$ cat config.mk
export PLATFORM = sky130hd
export DESIGN_NAME = babylonian_sqrt_fixed_point_top_flat
export DESIGN_NICKNAME = d
export VERILOG_FILES = /design/src/bsqrt_pkg.sv /design/src/bsqrt_ifs.sv /design/src/bsqrt_div.sv /design/src/bsqrt_ctrl.sv /design/src/babylonian_sqrt_fixed_point_top.sv /design/src/flat_wrapper.sv
export SDC_FILE = /design/constraint.sdc
export NUM_CORES = 1
export LEC_CHECK = 0
export ABC_AREA = 1
export CAP_MARGIN = 20
export CORE_ASPECT_RATIO = 1.75
export CORE_MARGIN = 2
export CORE_UTILIZATION = 50
export DETAILED_ROUTE_END_ITERATION = 6
export DONT_BUFFER_PORTS = 1
export GPL_TIMING_DRIVEN = 0
export MAX_ROUTING_LAYER = met4
export PLACE_DENSITY = 0.65
export SLEW_MARGIN = 20
export SYNTH_ARGS = -nofsm -noshare
export SYNTH_HDL_FRONTEND = slang
export SYNTH_HIERARCHICAL = 1
export SYNTH_SLANG_ARGS = --single-unit
$ cat constraint.sdc
create_clock -name clk -period 5.24 [get_ports clk]
set_input_delay 0.786 -clock clk [delete_from_list [all_inputs] [get_ports clk]]
set_output_delay 0.786 -clock clk [all_outputs]
set_load 0.05 [all_outputs]
$ cat src/bsqrt_pkg.sv
// Package with the shared constants and types of the fixed-point square root block.
package bsqrt_pkg;

	// Fixed field widths of the channels.
	localparam int RADICAND_W = 32;
	localparam int ROOT_W     = 25;
	localparam int ITER_W     = 6;
	localparam int ACC_W      = 16;

	// Default values of the top-level parameters.
	localparam int MAX_ITER_DEF  = 32;
	localparam int FRAC_BITS_DEF = 16;

	// Reset value of the accuracy register (about 0.001 in Q16.16).
	localparam logic [ACC_W-1:0] ACC_RESET = 16'd66;

	// Saturation limit of the root (256.0 in Q16.16).
	localparam logic [ROOT_W-1:0] ROOT_MAX = 25'd16777216;

	// Decimal first-guess constants.
	localparam int DEC_STEP   = 100;
	localparam int DEC_SPLIT  = 10;

	// One result item.
	typedef struct packed {
		logic [ROOT_W-1:0] root;
		logic              converged;
		logic [ITER_W-1:0] iterations_used;
	} result_t;

endpackage

$ cat src/bsqrt_ifs.sv
// Valid/ready channel interfaces for the input, result and configuration items.

interface bsqrt_in_if;
	logic                                valid;
	logic                                ready;
	logic [bsqrt_pkg::RADICAND_W-1:0]    radicand;

	modport source (output valid, output radicand, input ready);
	modport sink   (input valid, input radicand, output ready);
endinterface

interface bsqrt_out_if;
	logic                            valid;
	logic                            ready;
	logic [bsqrt_pkg::ROOT_W-1:0]    root;
	logic                            converged;
	logic [bsqrt_pkg::ITER_W-1:0]    iterations_used;

	modport source (output valid, output root, output converged, output iterations_used,
		input ready);
	modport sink   (input valid, input root, input converged, input iterations_used,
		output ready);
endinterface

interface bsqrt_cfg_if;
	logic                           valid;
	logic                           ready;
	logic [bsqrt_pkg::ACC_W-1:0]    accuracy;

	modport source (output valid, output accuracy, input ready);
	modport sink   (input valid, input accuracy, output ready);
endinterface

$ cat src/bsqrt_div.sv
// Restoring unsigned divider that produces one quotient bit per cycle.
module bsqrt_div #(
	parameter int W = 48
) (
	input  logic         clk,
	input  logic         arst_n,
	input  logic         start,
	input  logic [W-1:0] dividend,
	input  logic [W-1:0] divisor,
	output logic         done,
	output logic [W-1:0] quotient
);

	localparam int CW = $clog2(W + 1);

	logic [W:0]    rem_q;
	logic [W-1:0]  dq_q;
	logic [W-1:0]  dsr_q;
	logic [CW-1:0] cnt_q;
	logic          busy_q;
	logic          done_q;

	logic [W:0]    trial;
	logic          fits;

	// Shift in the next dividend bit and test whether the divisor fits.
	assign trial = {rem_q[W-1:0], dq_q[W-1]};
	assign fits  = trial >= {1'b0, dsr_q};

	// Control: count down the quotient bits and flag the last one.
	always_ff @(posedge clk or negedge arst_n) begin
		if (!arst_n) begin
			busy_q <= 1'b0;
			done_q <= 1'b0;
			cnt_q  <= '0;
		end else begin
			done_q <= 1'b0;
			if (start) begin
				busy_q <= 1'b1;
				cnt_q  <= CW'(W);
			end else if (busy_q) begin
				cnt_q <= cnt_q - 1'b1;
				if (cnt_q == CW'(1)) begin
					busy_q <= 1'b0;
					done_q <= 1'b1;
				end
			end
		end
	end

	// Datapath: partial remainder and the dividend that turns into the quotient.
	always_ff @(posedge clk) begin
		if (start) begin
			rem_q <= '0;
			dq_q  <= dividend;
			dsr_q <= divisor;
		end else if (busy_q) begin
			rem_q <= fits ? (trial - {1'b0, dsr_q}) : trial;
			dq_q  <= {dq_q[W-2:0], fits};
		end
	end

	assign done     = done_q;
	assign quotient = dq_q;

endmodule

$ cat src/bsqrt_ctrl.sv
// Sequencer that runs the first guess and the averaging steps on the shared divider.
module bsqrt_ctrl #(
	parameter int MAX_ITER  = bsqrt_pkg::MAX_ITER_DEF,
	parameter int FRAC_BITS = bsqrt_pkg::FRAC_BITS_DEF
) (
	input  logic                               clk,
	input  logic                               arst_n,
	input  logic                               in_valid,
	output logic                               in_ready,
	input  logic [bsqrt_pkg::RADICAND_W-1:0]   radicand,
	input  logic [bsqrt_pkg::ACC_W-1:0]        accuracy,
	output logic                               res_valid,
	input  logic                               res_ready,
	output bsqrt_pkg::result_t                 res
);

	localparam int XW  = bsqrt_pkg::RADICAND_W + FRAC_BITS;
	localparam int IPW = bsqrt_pkg::RADICAND_W - FRAC_BITS;
	localparam int SW  = $clog2(MAX_ITER + 1);

	localparam logic [3:0] S_IDLE  = 4'd0;
	localparam logic [3:0] S_GUESS = 4'd1;
	localparam logic [3:0] S_LASTQ = 4'd3;
	localparam logic [3:0] S_LASTW = 4'd4;
	localparam logic [3:0] S_STEP  = 4'd5;
	localparam logic [3:0] S_NDIV  = 4'd6;
	localparam logic [3:0] S_XQ    = 4'd7;
	localparam logic [3:0] S_XW    = 4'd8;
	localparam logic [3:0] S_FIN   = 4'd9;

	logic [3:0]                          state_q;
	logic [bsqrt_pkg::RADICAND_W-1:0]    n_q;
	logic [IPW-1:0]                      ip_q;
	logic [XW-1:0]                       scale_q;
	logic [XW-1:0]                       thr_q;
	logic [XW-1:0]                       mid_q;
	logic [XW-1:0]                       x_q;
	logic [XW-1:0]                       lastq_q;
	logic [SW-1:0]                       steps_q;
	logic                                conv_q;

	logic          div_start;
	logic          div_done;
	logic [XW-1:0] div_dividend;
	logic [XW-1:0] div_divisor;
	logic [XW-1:0] div_quot;

	logic          ip_big;
	logic          at_cap;
	logic          x_zero;
	logic [XW-1:0] guess;
	logic [XW:0]   sum;
	logic [XW-1:0] n_wide;

	// The integer part passes another power of 100 while it reaches the threshold.
	assign ip_big = XW'(ip_q) >= thr_q;
	assign at_cap = steps_q == SW'(MAX_ITER);
	assign x_zero = x_q == '0;
	assign n_wide = {n_q, {FRAC_BITS{1'b0}}};
	assign sum    = {1'b0, x_q} + {1'b0, div_quot};

	// Decimal first guess: 2 or 6 times the power of ten, moved to fixed point.
	// The reduced integer part is below 10 exactly when the full one is below 10 * 100^k.
	always_comb begin
		if (XW'(ip_q) < mid_q) begin
			guess = (scale_q << 1) << FRAC_BITS;
		end else begin
			guess = ((scale_q << 2) + (scale_q << 1)) << FRAC_BITS;
		end
	end

	// Divider operands and launch, chosen by the sequencer state.
	always_comb begin
		div_start    = 1'b0;
		div_dividend = x_q;
		div_divisor  = XW'(accuracy);
		unique case (state_q)
			S_LASTQ: begin
				div_start = 1'b1;
			end
			S_STEP: begin
				div_start    = !at_cap && !x_zero;
				div_dividend = n_wide;
				div_divisor  = x_q;
			end
			S_XQ: begin
				div_start = 1'b1;
			end
			default: begin
				div_start = 1'b0;
			end
		endcase
	end

	bsqrt_div #(
		.W(XW)
	) u_div (
		.clk      (clk),
		.arst_n   (arst_n),
		.start    (div_start),
		.dividend (div_dividend),
		.divisor  (div_divisor),
		.done     (div_done),
		.quotient (div_quot)
	);

	// Sequencer state.
	always_ff @(posedge clk or negedge arst_n) begin
		if (!arst_n) begin
			state_q <= S_IDLE;
		end else begin
			unique case (state_q)
				S_IDLE:  if (in_valid) state_q <= S_GUESS;
				S_GUESS: if (!ip_big) state_q <= S_LASTQ;
				S_LASTQ: state_q <= S_LASTW;
				S_LASTW: if (div_done) state_q <= S_STEP;
				S_STEP:  state_q <= (at_cap || x_zero) ? S_FIN : S_NDIV;
				S_NDIV:  if (div_done) state_q <= S_XQ;
				S_XQ:    state_q <= S_XW;
				S_XW: begin
					if (div_done) begin
						state_q <= (div_quot == lastq_q) ? S_FIN : S_STEP;
					end
				end
				S_FIN:   if (res_ready) state_q <= S_IDLE;
				default: state_q <= S_IDLE;
			endcase
		end
	end

	// Working registers of the current item.
	always_ff @(posedge clk) begin
		unique case (state_q)
			S_IDLE: begin
				if (in_valid) begin
					n_q     <= radicand;
					ip_q    <= radicand[bsqrt_pkg::RADICAND_W-1:FRAC_BITS];
					scale_q <= XW'(1);
					thr_q   <= XW'(bsqrt_pkg::DEC_STEP);
					mid_q   <= XW'(bsqrt_pkg::DEC_SPLIT);
					steps_q <= '0;
				end
			end
			S_GUESS: begin
				if (ip_big) begin
					// Both thresholds grow by 100 and the scale by 10.
					thr_q   <= (thr_q << 6) + (thr_q << 5) + (thr_q << 2);
					mid_q   <= (mid_q << 6) + (mid_q << 5) + (mid_q << 2);
					scale_q <= (scale_q << 3) + (scale_q << 1);
				end else begin
					x_q <= guess;
				end
			end
			S_LASTW: begin
				if (div_done) begin
					lastq_q <= div_quot;
				end
			end
			S_STEP: begin
				// The cap is checked before a zero estimate.
				if (at_cap) begin
					conv_q <= 1'b0;
				end else if (x_zero) begin
					conv_q <= 1'b1;
				end
			end
			S_NDIV: begin
				if (div_done) begin
					x_q     <= sum[XW:1];
					steps_q <= steps_q + 1'b1;
				end
			end
			S_XW: begin
				if (div_done) begin
					lastq_q <= div_quot;
					if (div_quot == lastq_q) begin
						conv_q <= 1'b1;
					end
				end
			end
			default: begin
			end
		endcase
	end

	assign in_ready  = state_q == S_IDLE;
	assign res_valid = state_q == S_FIN;

	// Result with the root saturated at the output range.
	always_comb begin
		if (x_q > XW'(bsqrt_pkg::ROOT_MAX)) begin
			res.root = bsqrt_pkg::ROOT_MAX;
		end else begin
			res.root = x_q[bsqrt_pkg::ROOT_W-1:0];
		end
		res.converged       = conv_q;
		res.iterations_used = bsqrt_pkg::ITER_W'(steps_q);
	end

endmodule

$ cat src/babylonian_sqrt_fixed_point_top.sv
// Top level of the fixed-point Babylonian square root block.
// Takes one unsigned fixed-point radicand item at a time and returns one result item with
// the root (saturated at 256.0), a converged flag and the number of averaging steps. The
// decimal first guess compares the integer part against growing powers of 100. All
// divisions run on one shared restoring divider of W = 32 + FRAC_BITS bits that yields one
// quotient bit per cycle. The number of averaging steps is at most MAX_ITER, and the default
// format is Q16.16. The input is not ready while an item is in work. The accuracy register is
// written over its own channel, which is always ready, and must only be written while no item
// is in work; a zero accuracy acts as one.
module babylonian_sqrt_fixed_point_top #(
	parameter int MAX_ITER  = bsqrt_pkg::MAX_ITER_DEF,
	parameter int FRAC_BITS = bsqrt_pkg::FRAC_BITS_DEF
) (
	input  logic         clk,
	input  logic         arst_n,
	bsqrt_in_if.sink     req,
	bsqrt_out_if.source  rsp,
	bsqrt_cfg_if.sink    cfg
);

	logic [bsqrt_pkg::ACC_W-1:0] accuracy_q;
	logic [bsqrt_pkg::ACC_W-1:0] acc_eff;
	logic                        res_valid;
	logic                        res_ready;
	bsqrt_pkg::result_t          res;
	bsqrt_pkg::result_t          out_q;
	logic                        out_valid_q;

	// Accuracy register.
	assign cfg.ready = 1'b1;

	always_ff @(posedge clk or negedge arst_n) begin
		if (!arst_n) begin
			accuracy_q <= bsqrt_pkg::ACC_RESET;
		end else if (cfg.valid) begin
			accuracy_q <= cfg.accuracy;
		end
	end

	// A zero accuracy is treated as the finest granularity.
	assign acc_eff = (accuracy_q == '0) ? bsqrt_pkg::ACC_W'(1) : accuracy_q;

	bsqrt_ctrl #(
		.MAX_ITER  (MAX_ITER),
		.FRAC_BITS (FRAC_BITS)
	) u_ctrl (
		.clk       (clk),
		.arst_n    (arst_n),
		.in_valid  (req.valid),
		.in_ready  (req.ready),
		.radicand  (req.radicand),
		.accuracy  (acc_eff),
		.res_valid (res_valid),
		.res_ready (res_ready),
		.res       (res)
	);

	// Output register: the next item may start while a result waits here.
	assign res_ready = !out_valid_q || rsp.ready;

	always_ff @(posedge clk or negedge arst_n) begin
		if (!arst_n) begin
			out_valid_q <= 1'b0;
		end else if (res_ready) begin
			out_valid_q <= res_valid;
		end
	end

	always_ff @(posedge clk) begin
		if (res_ready && res_valid) begin
			out_q <= res;
		end
	end

	assign rsp.valid           = out_valid_q;
	assign rsp.root            = out_q.root;
	assign rsp.converged       = out_q.converged;
	assign rsp.iterations_used = out_q.iterations_used;

endmodule

$ cat src/flat_wrapper.sv
// flat-port wrapper written by rule: the top's interface ports become plain ports
module babylonian_sqrt_fixed_point_top_flat 
#(
	parameter int MAX_ITER  = bsqrt_pkg::MAX_ITER_DEF,
	parameter int FRAC_BITS = bsqrt_pkg::FRAC_BITS_DEF
)
  (clk, arst_n, req_valid, req_radicand, req_ready, rsp_valid, rsp_root, rsp_converged, rsp_iterations_used, rsp_ready, cfg_valid, cfg_accuracy, cfg_ready);
  bsqrt_in_if req_i ();
  bsqrt_out_if rsp_i ();
  bsqrt_cfg_if cfg_i ();
  input  logic clk;
  input  logic arst_n;
  input wire logic [$bits(req_i.valid)-1:0] req_valid;
  input wire logic [$bits(req_i.radicand)-1:0] req_radicand;
  output wire logic [$bits(req_i.ready)-1:0] req_ready;
  output wire logic [$bits(rsp_i.valid)-1:0] rsp_valid;
  output wire logic [$bits(rsp_i.root)-1:0] rsp_root;
  output wire logic [$bits(rsp_i.converged)-1:0] rsp_converged;
  output wire logic [$bits(rsp_i.iterations_used)-1:0] rsp_iterations_used;
  input wire logic [$bits(rsp_i.ready)-1:0] rsp_ready;
  input wire logic [$bits(cfg_i.valid)-1:0] cfg_valid;
  input wire logic [$bits(cfg_i.accuracy)-1:0] cfg_accuracy;
  output wire logic [$bits(cfg_i.ready)-1:0] cfg_ready;
  assign req_i.valid = req_valid;
  assign req_i.radicand = req_radicand;
  assign req_ready = req_i.ready;
  assign rsp_valid = rsp_i.valid;
  assign rsp_root = rsp_i.root;
  assign rsp_converged = rsp_i.converged;
  assign rsp_iterations_used = rsp_i.iterations_used;
  assign rsp_i.ready = rsp_ready;
  assign cfg_i.valid = cfg_valid;
  assign cfg_i.accuracy = cfg_accuracy;
  assign cfg_ready = cfg_i.ready;
  babylonian_sqrt_fixed_point_top #(.MAX_ITER(MAX_ITER), .FRAC_BITS(FRAC_BITS)) u_core (.clk(clk), .arst_n(arst_n), .req(req_i), .rsp(rsp_i), .cfg(cfg_i));
endmodule
==> impl_metrics.env, run 1 <==
export IMPL_top_level_ports=88
export IMPL_skew_ns=0.0253
export IMPL_p_leak_nw=21.0
export IMPL_power_density_mw_per_mm2=287
export IMPL_fin_cells=7041
export IMPL_synth_cell_types=54
export IMPL_timing_fmax_ghz=0.222
export IMPL_synth_most_common_cell="nand2_1"
export IMPL_synth_seq_cells=455
export IMPL_post_cts_resized=0
export IMPL_grt_overflow=0
export IMPL_ys_top_cells_by_area="edfxtp_1 28%, nand2_1 19%, inv_1 9.6%"
export IMPL_start_util_pct=50.3
export IMPL_netlist_top_cells_count="1998 x nand2_1, 1029 x inv_1, 674 x nor2_1"
export IMPL_chipWidth_microns=218
export IMPL_hold_slack_ns=0.260
export IMPL_cpLargestDelayFamily="buffers and inverters"
export IMPL_tns_ns=0
export IMPL_synth_top_area_share_pct=28.4
export IMPL_crit_chain="nor2_1 > nand2_1 > nor2_1 > nand2_1 > nor2_1 > nand2_1 > nand3_2 > nand3b_1 > buf_6 > clkbuf_1 > nor2_1 > clkbuf_1 > inv_4"
export IMPL_crit_path_end_kind="register"
export IMPL_seq_area_frac_synth_pct=32.6
export IMPL_path_max_fanout=51
export IMPL_critPathMostFrequentCell="nor2_1"
export IMPL_placed_area_sq_mm=0.0416
export IMPL_synth_edf_count=378
export IMPL_postCtsHoldBufs=2
export IMPL_seq_area_sq_mm=0.0130
export IMPL_hold_path_class="input port to register"
export IMPL_fillCellCount=8054
export IMPL_synthesis_nets=6315
export IMPL_grt_total_usage_pct=33.3
export IMPL_cpPeakStageDelay_ns=0.66
export IMPL_setup_slack_ns=0.739
export IMPL_finish_utilization_pct=54.2
export IMPL_finalInstanceArea_sq_mm=0.0431
export IMPL_min_period_ns=4.50
export IMPL_critPathSlowestCell="clkbuf_1"
export IMPL_cp_data_required_time_ns=5.46
export IMPL_synth_top_cell_by_area="edfxtp_1"
export IMPL_synthArstFlopShare_pct=6.37
export IMPL_syn_avg_cell_area_sq_um=6.79
export IMPL_antenna_found_initial=0
export IMPL_fp_dieH_microns=378
export IMPL_dpl_hpwl_microns=110000
export IMPL_drc_errors=0
export IMPL_vias=36900
export IMPL_htreeDepth=2
export IMPL_grt_setup_unrepaired="false"
export IMPL_cts_clk_slew_worst_paths_ns=0.07
export IMPL_via_per_inst=5.24
export IMPL_worst_setup_path_start_kind="register"
export IMPL_ys_flop_type="edfxtp_1"
export IMPL_p_total_mw=12.4
export IMPL_vdd_drop_max_mv=0.284
export IMPL_syn_cell_area_sq_mm=0.0400
export IMPL_finalHoldViolations=0
export IMPL_routedWlPerCell_microns=18.9
export IMPL_path_buf_inv=4
export IMPL_design_core_area_sq_mm=0.0795
export IMPL_cts_sinks=455
export IMPL_drv_slew=0
export IMPL_final_nets=6378
export IMPL_grt_max_degree=52
export IMPL_multi_input_area_sq_mm=0.0225
export IMPL_core_rowCount=137
export IMPL_setup_violations=0
export IMPL_dieArea_sq_mm=0.0824
export IMPL_fin_crit_sh_pct=85.9
export IMPL_grt_pass1_vias=36400
export IMPL_numCtsBuffers=48
export IMPL_io_buffers=0
export IMPL_dp_cells=6949
export IMPL_grt_pass1_wl_microns=202000
export IMPL_routabilityCongestion=1.01
export IMPL_firstDrtPassIters=5
export IMPL_area_growth_pct=7.77
export IMPL_status="finished clean"
export IMPL_cts_root_buf="clkbuf_16"
export IMPL_tritoncts="built"
export IMPL_worst_pin_slew_ns=1.02
export IMPL_drive_above_1_share_pct=4.58
export IMPL_syn_inst=5896
export IMPL_routed_wl_microns=133000
export IMPL_clockBufferDepth=3
export IMPL_drt_initial_drc_count=2234
export IMPL_ys_warn_count=6
export IMPL_detail_route_antenna_nets=0
export IMPL_cp_data_arrival_time_ns=4.72
export IMPL_cap_violations=0
export IMPL_cts_setup_buffers=0
export IMPL_clk_latency_ns=0.63
export IMPL_relSlewSlack_pct=32.0
export IMPL_critPathKind="register to register"
export IMPL_dp_slack_ns=0.815
==> kinds of logic after synthesis <==
logic type / synth area share (%)
AND/OR/NAND/NOR: 32.6
other: 0.00937
buffers and inverters: 11.3
flip-flops: 32.6
adder cells (fa/ha/maj): 12.9
AO/OA/AOI/OAI: 8.36
XOR/XNOR: 1.68
multiplexers: 0.497
==> flip-flops by register name, summed over array words and instances (netlist names) <==
register and cells:
u_core/u_ctrl/thr_q 41, u_core/rsp.root 25, u_core/u_ctrl/lastq_q 48, u_core/u_ctrl/u_div/busy_q 1, u_core/rsp.converged 1, u_core/accuracy_q 16, u_core/rsp.iterations_used 6, u_core/u_ctrl/mid_q 45
u_core/u_ctrl/u_div/cnt_q 6, u_core/u_ctrl/u_div/quotient 48, u_core/u_ctrl/steps_q 6, u_core/u_ctrl/u_div/rem_q 48, u_core/u_ctrl/state_q 4, u_core/u_ctrl/x_q 48, u_core/u_ctrl/conv_q 1, u_core/u_ctrl/u_div/dsr_q 48
u_core/u_ctrl/scale_q 29, u_core/rsp.valid 1, u_core/u_ctrl/u_div/done 1, u_core/u_ctrl/n_q 32
==> report_power, final <==
group          switching, mW  leakage, nW  internal, mW  total (mW)
logic                   2.82         16.4          1.39        4.21
registers              0.428         3.82          4.29        4.72
clock network           1.61        0.732          1.83        3.44
==> cells in the final DEF (no fill, tap or decap), types with 54 or more instances in the layout <==
cell      count
a21oi_1     333
clkbuf_1     54
edfxtp_1    378
fa_1         77
ha_1        289
inv_1      1027
nand2_1    1997
nand3_1     279
nand4_1      89
nor2_1      673
o21ai_0     187
==> per-layer routing <==
layer  GRT usage (%)  share of wire [%]  up-vias
met5               -                  0        -
met4            24.0                8.6        0
met3            2.80                3.5      400
met1            32.9                 36    16800
met2            60.9                 52      982
li1                -                  -    18700
==> final cells by class <==
type / count / share of cell area (%)
repair buffers: 13 / 0.560
clock inverters: 37 / 0.658
flip-flops and latches: 455 / 30.2
multi-input cells: 4284 / 52.1
inverters: 1054 / 9.19
diodes: 1 / 0.00580
clock buffers: 52 / 2.87
plain buffers: 103 / 1.33
well taps: 1042 / 3.02
==> worst paths after layout <==
check,startpoint,to,slack (ns),depth (start not counted)
worst max-delay path,u_core/u_ctrl/x_q[33],u_core/u_ctrl/u_div/quotient[10],0.74,13
worst min-delay path,req_radicand[6],u_core/u_ctrl/n_q[6],0.26,0
worst max register to register,u_core/u_ctrl/x_q[33],u_core/u_ctrl/u_div/quotient[10],0.74,13
worst min register to register,u_core/u_ctrl/u_div/rem_q[10],u_core/u_ctrl/u_div/rem_q[10],0.48,2
max in group asynchronous,arst_n,u_core/accuracy_q[6],4.36,2
min in group asynchronous,arst_n,u_core/u_ctrl/u_div/cnt_q[4],0.63,2
Note: power is estimated with default switching activity, not from simulation.
==> run 2, diff against run 1 <==
- PLACE_DENSITY: 0.65 -> 0.62
- clock period: 5.24 -> 4.3 ns (I/O delays scaled with it)
==> run 2 against run 1 <==
Net effect:
- sequential power rose by 22%
- utilization barely moved
- critical endpoint is now u_core/u_ctrl/u_div/quotient[44]
- clock skew rose by 0.024 ns
- power rose by 22%
- highest routed layer unchanged
- flip-flop and latch count did not move
- fmax rose by 6.5%
- hold slack got worse by 0.17 ns
- clock-buffer cell count rose by 3
- wire length rose by 0.54%
==> impl_metrics.env, run 2 (same netlist as run 1, synthesis figures left out) <==
export IMPL_cap_violations=0
export IMPL_worst_setup_path_start_kind="register"
export IMPL_grt_total_usage_pct=33.2
export IMPL_htreeDepth=2
export IMPL_mostFrequentLayoutCells="1997 x nand2_1, 1027 x inv_1, 673 x nor2_1, 378 x edfxtp_1, 333 x a21oi_1"
export IMPL_p_leak_nw=21.0
export IMPL_cp_data_required_time_ns=4.54
export IMPL_p_comb_share_pct=33.7
export IMPL_area_growth_pct=7.85
export IMPL_routabilityCongestion=1.01
export IMPL_p_sw_share_pct=39.0
export IMPL_drv_slew=0
export IMPL_min_period_ns=4.23
export IMPL_layout_commonest_cell="nand2_1"
export IMPL_hold_path_class="input port to register"
export IMPL_routedWlPerCell_microns=19.0
export IMPL_grt_max_degree=69
export IMPL_finalHoldViolations=0
export IMPL_crit_chain="nor2_1 > nand2_1 > nor2_1 > nand2_1 > nor2_1 > nand2_1 > nand3_2 > nand3b_1 > buf_8 > buf_6 > clkbuf_1 > nor2_1 > clkbuf_2 > inv_4"
export IMPL_grt_pass1_wl_microns=201000
export IMPL_critPathSlowestCell="inv_4"
export IMPL_dpl_hpwl_microns=111000
export IMPL_drc_errors=0
export IMPL_tritoncts="built"
export IMPL_r2r_slack_ns=0.07
export IMPL_fp_dieH_microns=378
export IMPL_drt_initial_drc_count=2216
export IMPL_numCtsBuffers=48
export IMPL_p_int_mw=9.21
export IMPL_worst_pin_slew_ns=1.09
export IMPL_p_total_mw=15.1
export IMPL_via_per_inst=5.22
export IMPL_io_buffers=0
export IMPL_timing_fmax_ghz=0.237
export IMPL_detail_route_antenna_nets=0
export IMPL_clockPowerShare_pct=28.4
export IMPL_cts_root_buf="clkbuf_16"
export IMPL_vdd_drop_max_mv=0.350
export IMPL_relSlewSlack_pct=27.2
export IMPL_power_density_mw_per_mm2=350
export IMPL_hold_slack_ns=0.0904
export IMPL_fin_crit_sh_pct=98.3
export IMPL_design_core_area_sq_mm=0.0795
export IMPL_routed_wl_microns=134000
export IMPL_seqPwrFrac_pct=38.0
export IMPL_grt_pass1_vias=35400
export IMPL_crit_path_end_kind="register"
export IMPL_finish_utilization_pct=54.3
export IMPL_skew_ns=0.0495
export IMPL_cts_sinks=455
export IMPL_antenna_found_initial=1
export IMPL_final_nets=6377
export IMPL_setup_violations=0
export IMPL_grt_setup_unrepaired="false"
export IMPL_critPathKind="register to register"
export IMPL_cpPeakStageDelay_ns=0.61
export IMPL_critPathMostFrequentCell="nor2_1"
export IMPL_p_sw_mw=5.90
export IMPL_core_rowCount=137
export IMPL_fin_cells=7040
export IMPL_chipWidth_microns=218
export IMPL_drive_above_1_share_pct=4.62
export IMPL_clk_latency_ns=0.65
export IMPL_start_util_pct=50.3
export IMPL_vias=36800
export IMPL_cts_clk_slew_worst_paths_ns=0.07
export IMPL_grt_overflow=0
export IMPL_top_level_ports=88
export IMPL_cpLargestDelayFamily="buffers and inverters"
export IMPL_path_buf_inv=5
export IMPL_cp_data_arrival_time_ns=4.46
export IMPL_status="finished clean"
export IMPL_dieArea_sq_mm=0.0824
export IMPL_clockBufferDepth=3
export IMPL_firstDrtPassIters=6
export IMPL_path_max_fanout=51
export IMPL_dp_cells=6948
run 2: final cells by class:
type | count | area [sq um]
sequential | 455 | 13000
inverter | 1054 | 3970
timing repair buffer | 12 | 225
clock inverter | 34 | 312
buffer | 103 | 578
multi-input combinational | 4284 | 22500
tap | 1042 | 1300
fill | 8151 | 36400
clock buffer | 55 | 1250
antenna | 1 | 2.50
run 2: routing by layer:
layer	wire length, microns	part of all wire, %	track usage [%]
met5	0	0	-
met2	70800	53	61.7
met1	49000	37	33.5
met4	9240	6.9	19.4
met3	5000	3.7	3.04
run 2: power groups by stage:
stage | Combinational (mW) | Sequential, mW | Clock [mW]
2_1_floorplan | 3.72 | 5.62 | 0
3_3_place_gp | 5.00 | 5.81 | 0
3_5_place_dp | 5.04 | 5.82 | 0
4_1_cts | 5.08 | 5.74 | 4.40
5_1_grt | 5.71 | 5.79 | 4.52
6_report | 5.09 | 5.74 | 4.29
run 2: stage by stage:
step / setup slack, ns / TNS [ns] / cell area, sq um
floorplan: 0.0608 / 0 / 40000
global route: 0.0188 / 0 / 43200
CTS: 0.0204 / 0 / 43200
global placement: -2.33 / -370.44 / 41300
detailed placement: -0.204 / -9.96 / 41600
finish: 0.0741 / 0 / 43200
run 2: path summary, 6_finish.rpt:
kind / end / cells past startpoint / start
hold / removal: u_core/u_ctrl/n_q[21] / 0 / req_radicand[21]
hold reg to reg: u_core/u_ctrl/u_div/rem_q[20] / 2 / u_core/u_ctrl/u_div/rem_q[20]
setup reg to reg: u_core/u_ctrl/u_div/quotient[44] / 14 / u_core/u_ctrl/x_q[39]
max in group asynchronous: u_core/accuracy_q[6] / 2 / arst_n
setup / recovery: u_core/u_ctrl/u_div/quotient[44] / 14 / u_core/u_ctrl/x_q[39]
min in group asynchronous: u_core/u_ctrl/state_q[1] / 2 / arst_n
run 2: timing repair:
| action | 4_1_cts | 5_1_grt |
|---|---|---|
| endpoints found under the hold margin | 29 | 0 |
| endpoints found under the setup margin | 51 | 14 |
| pin swaps | 0 | 0 |
| hold buffers | 2 | 0 |
| buffers inserted | 0 | 0 |
| resized for setup | 1 | 5 |
